### config.mk
export PLATFORM = sky130hd
export DESIGN_NAME = int_mul_div_unit_32
export DESIGN_NICKNAME = d
export VERILOG_FILES = /design/src/rtl/core/imdu_pkg.sv /design/src/rtl/core/int_mul_div_unit_32.sv /design/src/rtl/core/imdu_ctrl.sv /design/src/rtl/core/imdu_dp.sv
export SDC_FILE = /design/constraint.sdc
export NUM_CORES = 1
export LEC_CHECK = 0
export BUFFER_PORTS_ARGS = -buffer_cell sky130_fd_sc_hd__buf_2
export CORE_MARGIN = 3
export CORE_UTILIZATION = 30
export DETAILED_ROUTE_END_ITERATION = 8
export SKIP_CTS_REPAIR_TIMING = 1
export SLEW_MARGIN = 5
export SYNTH_ARGS = -nofsm -noshare
export SYNTH_HDL_FRONTEND = slang
export SYNTH_HIERARCHICAL = 1
export SYNTH_SLANG_ARGS = --single-unit
### constraint.sdc
create_clock -name clock -period 5.8 [get_ports clock]
set_clock_uncertainty 0.2 [all_clocks]
set_input_delay 0.29 -clock clock [delete_from_list [all_inputs] [get_ports clock]]
set_output_delay 0.29 -clock clock [all_outputs]
set_load 0.03 [all_outputs]
### src/rtl/core/imdu_pkg.sv
`timescale 1ns / 1ps

package imdu_pkg;

   // Operand word width. The operand fields of an item are fixed at this width.
   localparam int DataWidth  = 32;
   localparam int CountWidth = $clog2(DataWidth);
   localparam logic [CountWidth-1:0] LastStep = CountWidth'(DataWidth - 1);

   // Action codes. Bit 0 selects signed operands, bit 1 selects divide.
   localparam logic [1:0] ACT_MUL_U = 2'd0;
   localparam logic [1:0] ACT_MUL_S = 2'd1;
   localparam logic [1:0] ACT_DIV_U = 2'd2;
   localparam logic [1:0] ACT_DIV_S = 2'd3;

   typedef struct packed {
      logic [1:0]           action;
      logic [DataWidth-1:0] operand_a;
      logic [DataWidth-1:0] operand_b;
   } req_type;

   typedef struct packed {
      logic [DataWidth-1:0] result_hi;
      logic [DataWidth-1:0] result_lo;
      logic                 divide_by_zero;
   } rsp_type;

   typedef enum logic [1:0] {
      ST_IDLE,
      ST_RUN,
      ST_FIX
   } state_type;

   // Commands from the controller to the datapath.
   typedef struct packed {
      logic load;
      logic step;
      logic write_out;
   } cmd_type;

endpackage

### src/rtl/core/int_mul_div_unit_32.sv
`timescale 1ns / 1ps

// Iterative 32-bit integer multiply / divide unit.
//
// An item on the req_ channel carries an action code and two 32-bit operands:
// unsigned or signed multiply, unsigned or signed divide. Each item yields one
// item on the rsp_ channel. A multiply returns the 64-bit product as high and
// low words. A divide returns the quotient in result_hi and the remainder in
// result_lo; signed division truncates toward zero and the remainder carries
// the dividend's sign. A zero divisor sets divide_by_zero and returns an
// all-ones quotient with the dividend as remainder.
//
// An accepted item runs through a shift-and-add / restoring subtract
// iteration, one operand bit per cycle, and then a sign fix-up. The unit is
// idle again once the fix-up has written the output register, so it takes a
// new item only after it is through with the last one. req_stall is high
// while an item is in the iteration or the fix-up.
// The result waits in an output register while rsp_stall is high, and the
// unit already accepts and works on the next item meanwhile; it holds in its
// fix-up state only when that register is still occupied.
// The synchronous reset empties the unit and drops rsp_valid.

module int_mul_div_unit_32
   import imdu_pkg::*;
(
   input  logic    clock,
   input  logic    reset,
   input  logic    req_valid,
   output logic    req_stall,
   input  req_type req_data,
   output logic    rsp_valid,
   input  logic    rsp_stall,
   output rsp_type rsp_data
);

   cmd_type cmd;

   // Sequencer: accepts items, counts the 32 iteration steps and manages
   // the output register's valid flag.
   imdu_ctrl u_ctrl (
      .clock     (clock),
      .reset     (reset),
      .req_valid (req_valid),
      .req_stall (req_stall),
      .rsp_valid (rsp_valid),
      .rsp_stall (rsp_stall),
      .cmd       (cmd)
   );

   // Operand registers, the add/subtract step and the fix-up logic.
   imdu_dp u_dp (
      .clock    (clock),
      .req_data (req_data),
      .cmd      (cmd),
      .rsp_data (rsp_data)
   );

endmodule

### src/rtl/core/imdu_ctrl.sv
`timescale 1ns / 1ps

module imdu_ctrl
   import imdu_pkg::*;
(
   input  logic    clock,
   input  logic    reset,
   input  logic    req_valid,
   output logic    req_stall,
   output logic    rsp_valid,
   input  logic    rsp_stall,
   output cmd_type cmd
);

   state_type             state_ff, state_in;
   logic [CountWidth-1:0] count_ff, count_in;
   logic                  rsp_valid_ff, rsp_valid_in;
   logic                  out_free;

   // The output register can take a new result when it is empty or being drained.
   assign out_free = !rsp_valid_ff || !rsp_stall;

   always_comb begin
      state_in = state_ff;
      unique case (state_ff)
         ST_IDLE: begin
            if (req_valid) begin
               state_in = ST_RUN;
            end
         end
         ST_RUN: begin
            if (count_ff == LastStep) begin
               state_in = ST_FIX;
            end
         end
         ST_FIX: begin
            if (out_free) begin
               state_in = ST_IDLE;
            end
         end
         default: state_in = ST_IDLE;
      endcase
   end

   always_comb begin
      cmd          = '0;
      req_stall    = 1'b1;
      count_in     = '0;
      rsp_valid_in = rsp_valid_ff && rsp_stall;
      unique case (state_ff)
         ST_IDLE: begin
            req_stall = 1'b0;
            cmd.load  = req_valid;
         end
         ST_RUN: begin
            cmd.step = 1'b1;
            count_in = count_ff + 1'b1;
         end
         ST_FIX: begin
            cmd.write_out = out_free;
            if (out_free) begin
               rsp_valid_in = 1'b1;
            end
         end
         default: begin
            req_stall = 1'b1;
         end
      endcase
   end

   always_ff @(posedge clock) begin
      if (reset) begin
         state_ff     <= ST_IDLE;
         count_ff     <= '0;
         rsp_valid_ff <= 1'b0;
      end else begin
         state_ff     <= state_in;
         count_ff     <= count_in;
         rsp_valid_ff <= rsp_valid_in;
      end
   end

   assign rsp_valid = rsp_valid_ff;

   a_count_idle: assert property (@(posedge clock) disable iff (reset)
      (state_ff != ST_RUN) |-> (count_ff == '0))
      else $error("step counter not clear outside the run state");

   a_accept_starts_run: assert property (@(posedge clock) disable iff (reset)
      (req_valid && !req_stall) |=> (state_ff == ST_RUN))
      else $error("accepted item did not start the iteration");

   a_write_in_fix: assert property (@(posedge clock) disable iff (reset)
      cmd.write_out |-> (state_ff == ST_FIX))
      else $error("output written outside the fix-up state");

   a_write_sets_valid: assert property (@(posedge clock) disable iff (reset)
      cmd.write_out |=> rsp_valid_ff)
      else $error("written result not presented");

   a_no_overwrite: assert property (@(posedge clock) disable iff (reset)
      (rsp_valid_ff && rsp_stall) |-> !cmd.write_out)
      else $error("waiting result overwritten");

endmodule

### src/rtl/core/imdu_dp.sv
`timescale 1ns / 1ps

module imdu_dp
   import imdu_pkg::*;
(
   input  logic    clock,
   input  req_type req_data,
   input  cmd_type cmd,
   output rsp_type rsp_data
);

   logic [DataWidth-1:0] hi_ff, hi_in;
   logic [DataWidth-1:0] lo_ff, lo_in;
   logic [DataWidth-1:0] mcand_ff;
   logic [DataWidth-1:0] a_raw_ff;
   logic                 is_div_ff, neg_hi_ff, neg_lo_ff, div_zero_ff;
   rsp_type              rsp_ff, rsp_in;

   logic                 signed_op, divide_op, neg_a, neg_b;
   logic [DataWidth-1:0] a_mag, b_mag;
   logic [DataWidth:0]   mul_sum, div_shift, div_diff;
   logic                 div_ok;
   logic [2*DataWidth-1:0] product;

   // Operand magnitudes for the signed actions.
   always_comb begin
      signed_op = (req_data.action == ACT_MUL_S) || (req_data.action == ACT_DIV_S);
      divide_op = (req_data.action == ACT_DIV_U) || (req_data.action == ACT_DIV_S);
      neg_a     = signed_op && req_data.operand_a[DataWidth-1];
      neg_b     = signed_op && req_data.operand_b[DataWidth-1];
      a_mag     = neg_a ? (~req_data.operand_a + 1'b1) : req_data.operand_a;
      b_mag     = neg_b ? (~req_data.operand_b + 1'b1) : req_data.operand_b;
   end

   // One multiply step: add the multiplicand when the low bit is set, shift right.
   // One divide step: shift the remainder left, subtract the divisor if it fits.
   always_comb begin
      mul_sum   = {1'b0, hi_ff} + (lo_ff[0] ? {1'b0, mcand_ff} : '0);
      div_shift = {hi_ff, lo_ff[DataWidth-1]};
      div_diff  = div_shift - {1'b0, mcand_ff};
      div_ok    = !div_diff[DataWidth];
      hi_in     = hi_ff;
      lo_in     = lo_ff;
      if (cmd.load) begin
         hi_in = '0;
         lo_in = divide_op ? a_mag : b_mag;
      end else if (cmd.step) begin
         if (is_div_ff) begin
            hi_in = div_ok ? div_diff[DataWidth-1:0] : div_shift[DataWidth-1:0];
            lo_in = {lo_ff[DataWidth-2:0], div_ok};
         end else begin
            hi_in = mul_sum[DataWidth:1];
            lo_in = {mul_sum[0], lo_ff[DataWidth-1:1]};
         end
      end
   end

   // Sign fix-up and the zero-divisor answer.
   always_comb begin
      product = {hi_ff, lo_ff};
      if (neg_hi_ff) begin
         product = ~product + 1'b1;
      end
      rsp_in.divide_by_zero = 1'b0;
      if (!is_div_ff) begin
         rsp_in.result_hi = product[2*DataWidth-1:DataWidth];
         rsp_in.result_lo = product[DataWidth-1:0];
      end else if (div_zero_ff) begin
         rsp_in.result_hi      = '1;
         rsp_in.result_lo      = a_raw_ff;
         rsp_in.divide_by_zero = 1'b1;
      end else begin
         rsp_in.result_hi = neg_hi_ff ? (~lo_ff + 1'b1) : lo_ff;
         rsp_in.result_lo = neg_lo_ff ? (~hi_ff + 1'b1) : hi_ff;
      end
   end

   always_ff @(posedge clock) begin
      hi_ff <= hi_in;
      lo_ff <= lo_in;
      if (cmd.load) begin
         mcand_ff    <= divide_op ? b_mag : a_mag;
         a_raw_ff    <= req_data.operand_a;
         is_div_ff   <= divide_op;
         neg_hi_ff   <= neg_a ^ neg_b;
         neg_lo_ff   <= neg_a;
         div_zero_ff <= divide_op && (req_data.operand_b == '0);
      end
      if (cmd.write_out) begin
         rsp_ff <= rsp_in;
      end
   end

   assign rsp_data = rsp_ff;

endmodule
# Word-level counts from Yosys, hierarchy flattened
# Cells that the tools add are included.
[classes]
add_sub_neg = 8
multipliers = 0
div = 0
magnitude_cmp = 0
n_eq_ne = 9
n_shift = 0
muxes = 26
bitwise_logic = 7
reduce_logical = 15
[op_table]
columns = ["operator", "n"]
rows = [
  ["32-bit 2-to-1 mux", 12],
  ["64-bit 2-to-1 mux", 3],
  ["32-bit by 1-bit adder with 32-bit output (second input constant)", 4],
  ["32-bit inverter", 4],
  ["64-bit by 1-bit adder with 64-bit output (second input constant)", 1],
  ["64-bit inverter", 1],
  ["32-bit by 33-bit adder with 33-bit output", 1],
  ["33-bit by 32-bit subtractor with 33-bit output", 1],
  ["32-bit logical NOT", 1],
  ["1-bit 2-to-1 mux", 7],
  ["2-bit equality test (second input constant)", 3],
  ["2-bit 2-to-1 mux", 3],
  ["2-bit one-hot mux with 3 select lines", 1],
  ["5-bit by 1-bit adder with 5-bit output (second input constant)", 1],
  ["5-bit equality test (second input constant)", 1],
  ["2-bit by 1-bit equality test with 1-bit output (second input constant)", 2],
  ["1-bit logical AND", 4],
  ["2-bit by 1-bit != test with 1-bit output (second input constant)", 2],
  ["1-bit logical NOT", 3],
  ["1-bit logical OR", 3],
  ["3-bit AND reduction", 1],
  ["2-bit logical NOT", 1],
  ["2-bit != test (second input constant)", 1],
  ["2-bit nonzero test", 1],
  ["other kinds (3)", 3],
]
[word_totals]
register_bits = 205
latchBits = 0
mem_bits_rw = 0
rom_bits = 0
in_bits = 70
output_inout_bits = 67
elab_cells = 79
memories = 0

# Logic depth before layout (Yosys ltp)
# Gate-level depths: netlist of run 1.
[logic_depth]
word_depth = 6
mapped_depth = 14
depth_no_buf = 12

# Modules after synthesis
# Netlist of run 1, hierarchy kept.
[by_module_without_submodules]
columns = ["module", "instances", "cells_each", "area_per_inst_um2", "seq_area_each_um2"]
rows = [
  ["imdu_dp", 1, 1785, 15733.8, 5595.4],
  ["imdu_ctrl", 1, 37, 356.6, 160.2],
]

# Worst setup path after synthesis of run 1
# OpenSTA, ideal clock, no wires.
[synth_path]
path_type = "flip-flop to flip-flop"
start = "register u_ctrl.state_ff[0]"
end = "register u_dp.lo_ff[0] (enable)"
setup_time_ns = 0.387
arrival_ns = 5.059
t_required_ns = 5.213
path_slack_ns = 0.154
stages_incl_launch_ff = 8
path_buffers = 3
period_less_slack_ns = 5.646
cell_sequence = "dfxtp_1 buf_2 or2_2 nor2_1 clkbuf_1 clkbuf_1 nor2_1 inv_1"
[synth_rtl]
columns = ["item", "line_no", "rtl"]
rows = [
  ["start, declared", "imdu_ctrl.sv:15", "state_type state_ff, state_in;"],
  ["start signal, assigned", "imdu_ctrl.sv:77", "state_ff <= state_in;"],
  ["end signal, assigned", "imdu_dp.sv:80", "lo_ff <= lo_in;"],
  ["end, declared", "imdu_dp.sv:13", "logic [DataWidth-1:0] lo_ff, lo_in;"],
]

==> qor.txt, run 1 <==
unrepaired setup endpoints after global routing -> no
WP data required -> 5.85 ns
ANT nets after route -> 0
FF+latch area -> 5760 sq um
DR vias/cell -> 5.52
Yosys Warn Count -> 6
post-synthesis instance total -> 1822
ANT cells -> 0
share of layout cells above drive strength 1 -> 0.125
io pins -> 137
Die W -> 238 um
# DRC -> 0
Initial Util -> 0.305
pins over their slew limit -> 0
syn_area_per_cell -> 8.83 sq um
worst slew pin tran -> 1.25 ns
max-cap violations -> 0
CTS H-tree depth -> 1
CTS Buf Count -> 23
most frequent cells in the layout -> nand2_1 (193), edfxtp_1 (165), nor2_1 (157)
CTS max path bufs -> 3
area of the multi-input gates -> 9560 sq um
Post-synth EDFFs -> 165
crit path launch type -> flop
Leak Pwr -> 7.30 nW
status -> completed
Final Wtd Congestion -> 0.928
first-pass GRT wire length -> 80300 um
DIE AREA -> 56400 sq um
CTS tree -> yes
Clock Latency Late Sink -> 0.53 ns
Relative slew margins -> 0.161
area growth from synthesis to layout -> 14.6%
Cell Pwr Density -> 282 nW/um^2
DRT Wirelength -> 52600 um
CTS root buf -> clkbuf_16
Clock transition at path regs -> 0.06 ns
initial antenna violation count -> 0
Sink Count -> 205
VDD IR max -> 0.198 mV
Max Clk Rate -> 218 MHz
async set-reset flop share out of synthesis -> 0
post-DR wirelength/cell -> 19.9 um
Iteration-0 DRC Markers -> 1524
CORE AREA -> 52800 sq um
Die Height -> 238 um
setup_tns -> 0 ns
hpwl dp -> 39300 um
Hold Path Class -> input pin to flop
Critical Path AT -> 4.63 ns
largest net degree at the start of global routing -> 87
via count -> 14600
vias in the first global route -> 13800
# nets final -> 2083
most common cell after layout, fill and taps aside -> nand2_1
Crit. End Element -> flop
Std-Cell Rows -> 84
I/O Buffers -> 136
ys flop type -> edfxtp_1
fillers -> 5475
Cell Area, Synth -> 16100 sq um
Tcrit/Tclk final -> 0.790
Final setup viols -> 0
min Tclk post-route -> 4.58 ns
GRT Overall Usage -> 0.178
Syn Nets -> 1964
DRT Pass-1 Iters -> 6
grt ovf -> 0
worst hold slack -> 0.00387 ns
Final Hold Fails -> 0
CP max FO -> 16
post-synthesis cell type count -> 85
register bit total from synthesis -> 205
register area share after synthesis -> 0.358
kind of critical path -> flop to flop
## cells by family after synthesis
group           count (synthesis)  synth area share
simple gates                  572             0.172
buf+inv                       171            0.0494
fa+ha+maj                      72            0.0569
mux                            79            0.0505
flops                         205             0.358
xor+xnor                      201             0.109
compound gates                522             0.205
## cells in the mapped netlist (all sizes together) (6+ instances only)
| cell | count | area share |
|---|---|---|
| a2111oi | 6 | 0.0037 |
| nor2b | 25 | 0.0097 |
| nand2b | 20 | 0.0078 |
| nor4 | 16 | 0.0079 |
| nor3 | 37 | 0.012 |
| o211a | 6 | 0.0037 |
| mux2i | 62 | 0.039 |
| o41ai | 11 | 0.0060 |
| xnor2 | 90 | 0.049 |
| a311oi | 7 | 0.0038 |
| nand3 | 25 | 0.0078 |
| ha | 70 | 0.054 |
| a21o | 26 | 0.012 |
| and2 | 12 | 0.0047 |
| nand2 | 194 | 0.045 |
| xor2 | 111 | 0.060 |
| o211ai | 11 | 0.0051 |
| nor2 | 159 | 0.037 |
| o22ai | 10 | 0.0039 |
| buf | 26 | 0.010 |
| inv | 65 | 0.015 |
| a21boi | 6 | 0.0028 |
| or4 | 16 | 0.0081 |
| o31ai | 24 | 0.011 |
| a22oi | 21 | 0.0098 |
| nand4 | 10 | 0.0043 |
| or3 | 22 | 0.0090 |
| a211oi | 38 | 0.018 |
| clkbuf | 78 | 0.024 |
| a21oi | 133 | 0.041 |
| mux2 | 17 | 0.012 |
| nand3b | 7 | 0.0033 |
| edfxtp | 165 | 0.31 |
| a221oi | 8 | 0.0044 |
| dfxtp | 40 | 0.050 |
| o21a | 12 | 0.0056 |
| o21ai | 159 | 0.050 |
| or2 | 8 | 0.0031 |
## final cells by class
type | count | area share
clock inverter | 17 | 0.00916
sequential | 205 | 0.312
clock buffer | 24 | 0.0314
timing repair buffer | 198 | 0.0684
tap | 688 | 0.0467
inverter | 67 | 0.0136
multi-input combinational | 1446 | 0.519
## registers in the layout, indices dropped and copies added (netlist names)
register,cells
u_ctrl/count_ff,5
u_dp/neg_lo_ff,1
u_dp/div_zero_ff,1
u_dp/a_raw_ff,32
u_dp/lo_ff,32
u_ctrl/state_ff,2
u_dp/rsp_data,65
u_ctrl/rsp_valid,1
u_dp/mcand_ff,32
u_dp/hi_ff,32
u_dp/neg_hi_ff,1
u_dp/is_div_ff,1
## metal layers
| layer | track usage | part of all wire | vias to the layer above |
|---|---|---|---|
| li1 | - | - | 6906 |
| met1 | 0.255 | 0.45 | 6999 |
| met2 | 0.285 | 0.46 | 617 |
| met3 | 0.0289 | 0.074 | 72 |
| met4 | 0.0348 | 0.021 | 0 |
| met5 | 0 | 0 | - |
## final timing paths
path / from / end / slack [ns] / cells after the start
worst max-delay path: u_dp/lo_ff[12]$_DFFE_PP_ / u_dp/rsp_data[43]$_DFFE_PP_ / 1.22 / 8
worst max register to register: u_dp/lo_ff[12]$_DFFE_PP_ / u_dp/rsp_data[43]$_DFFE_PP_ / 1.22 / 8
worst min register to register: u_ctrl/count_ff[0]$_SDFF_PP0_ / u_ctrl/count_ff[0]$_SDFF_PP0_ / 0.26 / 1
worst min-delay path: req_data[8] / u_dp/mcand_ff[8]$_DFFE_PP_ / 0.004 / 3
## power breakdown
group	switching (mW)	internal [mW]
Clock	0.636	0.862
Sequential	0.203	1.75
Combinational	1.05	0.701
Total	1.89	3.31
## critical path, cell delays in order, from the launching register on
cell,delay (ns)
edfxtp_1,0.48
nor4_1,0.88
inv_1,0.16
nor4_2,0.73
nand4_1,0.91
o41ai_1,0.68
xnor2_1,0.11
nor2_1,0.10
a21oi_1,0.05
## through the flow
step / setup WS (ns) / util / total power [mW] / area [sq um] / cells
final: 1.22 / 0.349 / 5.19 / 18400 / 2645
after global routing: 0.979 / 0.349 / 5.48 / 18400 / 2645
after CTS: 1.42 / 0.342 / 5.18 / 18000 / 2604
after detailed placement: 1.43 / 0.328 / 3.67 / 17300 / 2563
after global placement: 1.47 / 0.328 / 3.65 / 17300 / 2563
after floorplan: 0.154 / - / 3.19 / 16100 / 1822
Power figures use the tool's default switching activity.
==> run 2: changes to the inputs <==
==> constraint.sdc (replaced) <==
create_clock -name clock -period 3.99 [get_ports clock]
set_clock_uncertainty 0.2 [all_clocks]
set_input_delay 0.1995 -clock clock [delete_from_list [all_inputs] [get_ports clock]]
set_output_delay 0.1995 -clock clock [all_outputs]
set_load 0.03 [all_outputs]
==> run 2 against run 1 <==
- the run now ends with hold timing left
- critical path depth up 5
- largest cell class unchanged
- design area increased by 3.2%
- worst setup slack worse by 1.1 ns
- critical endpoint is now u_dp/hi_ff[30]$_SDFFE_PP0P_
- non-clock buffer count increased by 66
- critical path type unchanged
==> qor.txt, run 2 (synthesis gave the netlist of run 1 again) <==
status -> finished, violations left
failing checks -> hold timing
DRT Wirelength -> 54100 um (+2.9%)
Relative slew margins -> 0.183 (+0.0217)
WP data required -> 4.23 ns (-1.62 ns)
CTS H-tree depth -> 1 (unchanged)
Logic pwr share -> 0.363 (+0.027)
CTS max path bufs -> 3 (unchanged)
CTS Buf Count -> 23 (unchanged)
Tcrit/Tclk final -> 0.958 (+0.168)
Net Sw Frac -> 0.368 (+0.00491)
Leak Pwr -> 7.63 nW (+4.6%)
CTS root buf -> clkbuf_16
worst slew pin tran -> 1.22 ns (-0.0286 ns)
DIE AREA -> 56400 sq um (unchanged)
most common cell after layout, fill and taps aside -> nand2_1
Largest register FFs -> 65 (unchanged)
Reg power frac -> 0.356 (-0.019)
Final Hold Fails -> 5 (+5)
Clock transition at path regs -> 0.06 ns (about the same)
critical path's largest stage delay -> 0.44 ns (-0.47 ns)
DR WL met3 -> 4590 um (+17%)
grt ovf -> 0 (unchanged)
total power -> 7.69 mW (+48%)
post-DR wirelength/cell -> 20.0 um (+0.40%)
Iteration-0 DRC Markers -> 1351 (-11%)
ANT nets after route -> 0 (unchanged)
first-pass GRT wire length -> 81300 um (+1.3%)
Critical Path AT -> 4.06 ns (-0.57 ns)
setup ws final -> 0.166 ns (-1.05 ns)
Final Wtd Congestion -> 0.949 (+2.2%)
Max Clk Rate -> 262 MHz (+20%)
max-cap violations -> 0 (unchanged)
Final setup viols -> 0 (unchanged)
Cell Pwr Density -> 404 nW/um^2 (+43%)
largest net degree at the start of global routing -> 150 (+72%)
Crit-path slowest cell -> o41a_1
kind of critical path -> flop to flop
Initial Util -> 0.305 (unchanged)
worst path cell trace -> inv_1 > ha_1 > fa_1 > nand2b_1 > a211o_1 > a31oi_2 > o31a_1 > a211oi_2 > o211ai_1 > buf_12 > a2111oi_0 > o41a_1 > nor4_1
Clock Latency Late Sink -> 0.54 ns (about the same)
internal power of the cells -> 4.86 mW (+47%)
Clock Power Share -> 0.281 (-0.007)
initial antenna violation count -> 0 (unchanged)
worst hold slack -> -0.0389 ns (-0.0428 ns)
CP max FO -> 39 (+23)
ANT cells -> 0 (unchanged)
crit path launch type -> flop
DR vias/cell -> 5.46 (-1.1%)
top sig layer -> met4
Metal-1 WL -> 23200 um (-1.8%)
area growth from synthesis to layout -> 18.3%
share of layout cells above drive strength 1 -> 0.153 (+0.0280)
DRT Pass-1 Iters -> 5 (-1)
VDD IR max -> 0.303 mV (+53%)
via count -> 14800 (+1.4%)
Crit. End Element -> flop
vias in the first global route -> 14100 (+2.8%)
most frequent cells in the layout -> nand2_1 (193), edfxtp_1 (165), nor2_1 (157)
routed wl met2 -> 24600 um (+2.6%)
Std-Cell Rows -> 84 (unchanged)
# DRC -> 0 (unchanged)
fillers -> 5383 (-1.7%)
CORE AREA -> 52800 sq um (unchanged)
hpwl dp -> 40800 um (+3.7%)
GRT Overall Usage -> 0.182 (+0.00349)
P_sw -> 2.83 mW (+50%)
I/O Buffers -> 136 (unchanged)
min Tclk post-route -> 3.82 ns (-0.759 ns)
Die W -> 238 um (unchanged)
io pins -> 137 (unchanged)
unrepaired setup endpoints after global routing -> yes
Hold Path Class -> input pin to flop
pins over their slew limit -> 0 (unchanged)
# nets final -> 2149 (+3.2%)
Sink Count -> 205 (unchanged)
Die Height -> 238 um (unchanged)
dpl ws -> 0.0537 ns (-1.38 ns)
CTS tree -> yes
-- run 2: cell types whose count changed in the layout (fill, tap and decap cells not counted), moves of 2 or more --
cell	before	now
dlygate4sd3_1	41	50
buf_4	20	73
clkinv_2	2	4
a2111oi_1	0	2
clkinvlp_4	1	3
clkbuf_1	1	3
buf_12	1	4
clkinv_1	9	5
a2111oi_0	5	3
-- run 2: worst paths after layout --
check                                start                            end  slack, ns  depth (start not counted)
max               u_dp/lo_ff[31]$_DFFE_PP_    u_dp/hi_ff[30]$_SDFFE_PP0P_       0.17                         13
min                           req_data[27]    u_dp/mcand_ff[27]$_DFFE_PP_      -0.04                          3
max reg2reg       u_dp/lo_ff[31]$_DFFE_PP_    u_dp/hi_ff[30]$_SDFFE_PP0P_       0.17                         13
min reg2reg  u_ctrl/count_ff[0]$_SDFF_PP0_  u_ctrl/count_ff[0]$_SDFF_PP0_       0.25                          1
-- run 2: layout make-up --
class,count,area [sq um],area share
timing repair buffer,264,1820,0.0959
clock inverter,16,151,0.00796
tap,688,861,0.0452
inverter,67,251,0.0132
sequential,205,5760,0.302
multi-input combinational,1446,9600,0.504
clock buffer,26,587,0.0308
-- run 2: worst max-delay path, delay by kind of cell, from the launching register on --
family	cells	cell delay [ns]
compound gates	7	1.76
fa+ha+maj	2	0.64
simple gates	2	0.41
flops	1	0.36
buf+inv	2	0.34
-- run 2: metal layers --
metal	vias up	global-route usage
met5	-	0
li1	7031	-
met3	97	0.0442
met2	587	0.293
met4	0	0.0548
met1	7086	0.242
-- run 2: per-stage QoR --
step	instances	utilization	cell area, sq um	setup TNS (ns)
4_1_cts	2660	0.350	18500	0
3_3_place_gp	2618	0.336	17700	0
2_1_floorplan	1822	-	16100	0
6_report	2712	0.361	19000	0
3_5_place_dp	2618	0.336	17700	0
5_1_grt	2712	0.361	19000	-0.0643
-- run 2: power by group through the flow --
| stage | logic [mW] | registers (mW) | clock network [mW] |
|---|---|---|---|
| 2_1_floorplan | 1.93 | 2.71 | 0 |
| 3_3_place_gp | 2.67 | 2.78 | 0 |
| 3_5_place_dp | 2.69 | 2.78 | 0 |
| 4_1_cts | 2.71 | 2.73 | 2.21 |
| 5_1_grt | 3.06 | 2.75 | 2.27 |
| 6_report | 2.79 | 2.74 | 2.16 |
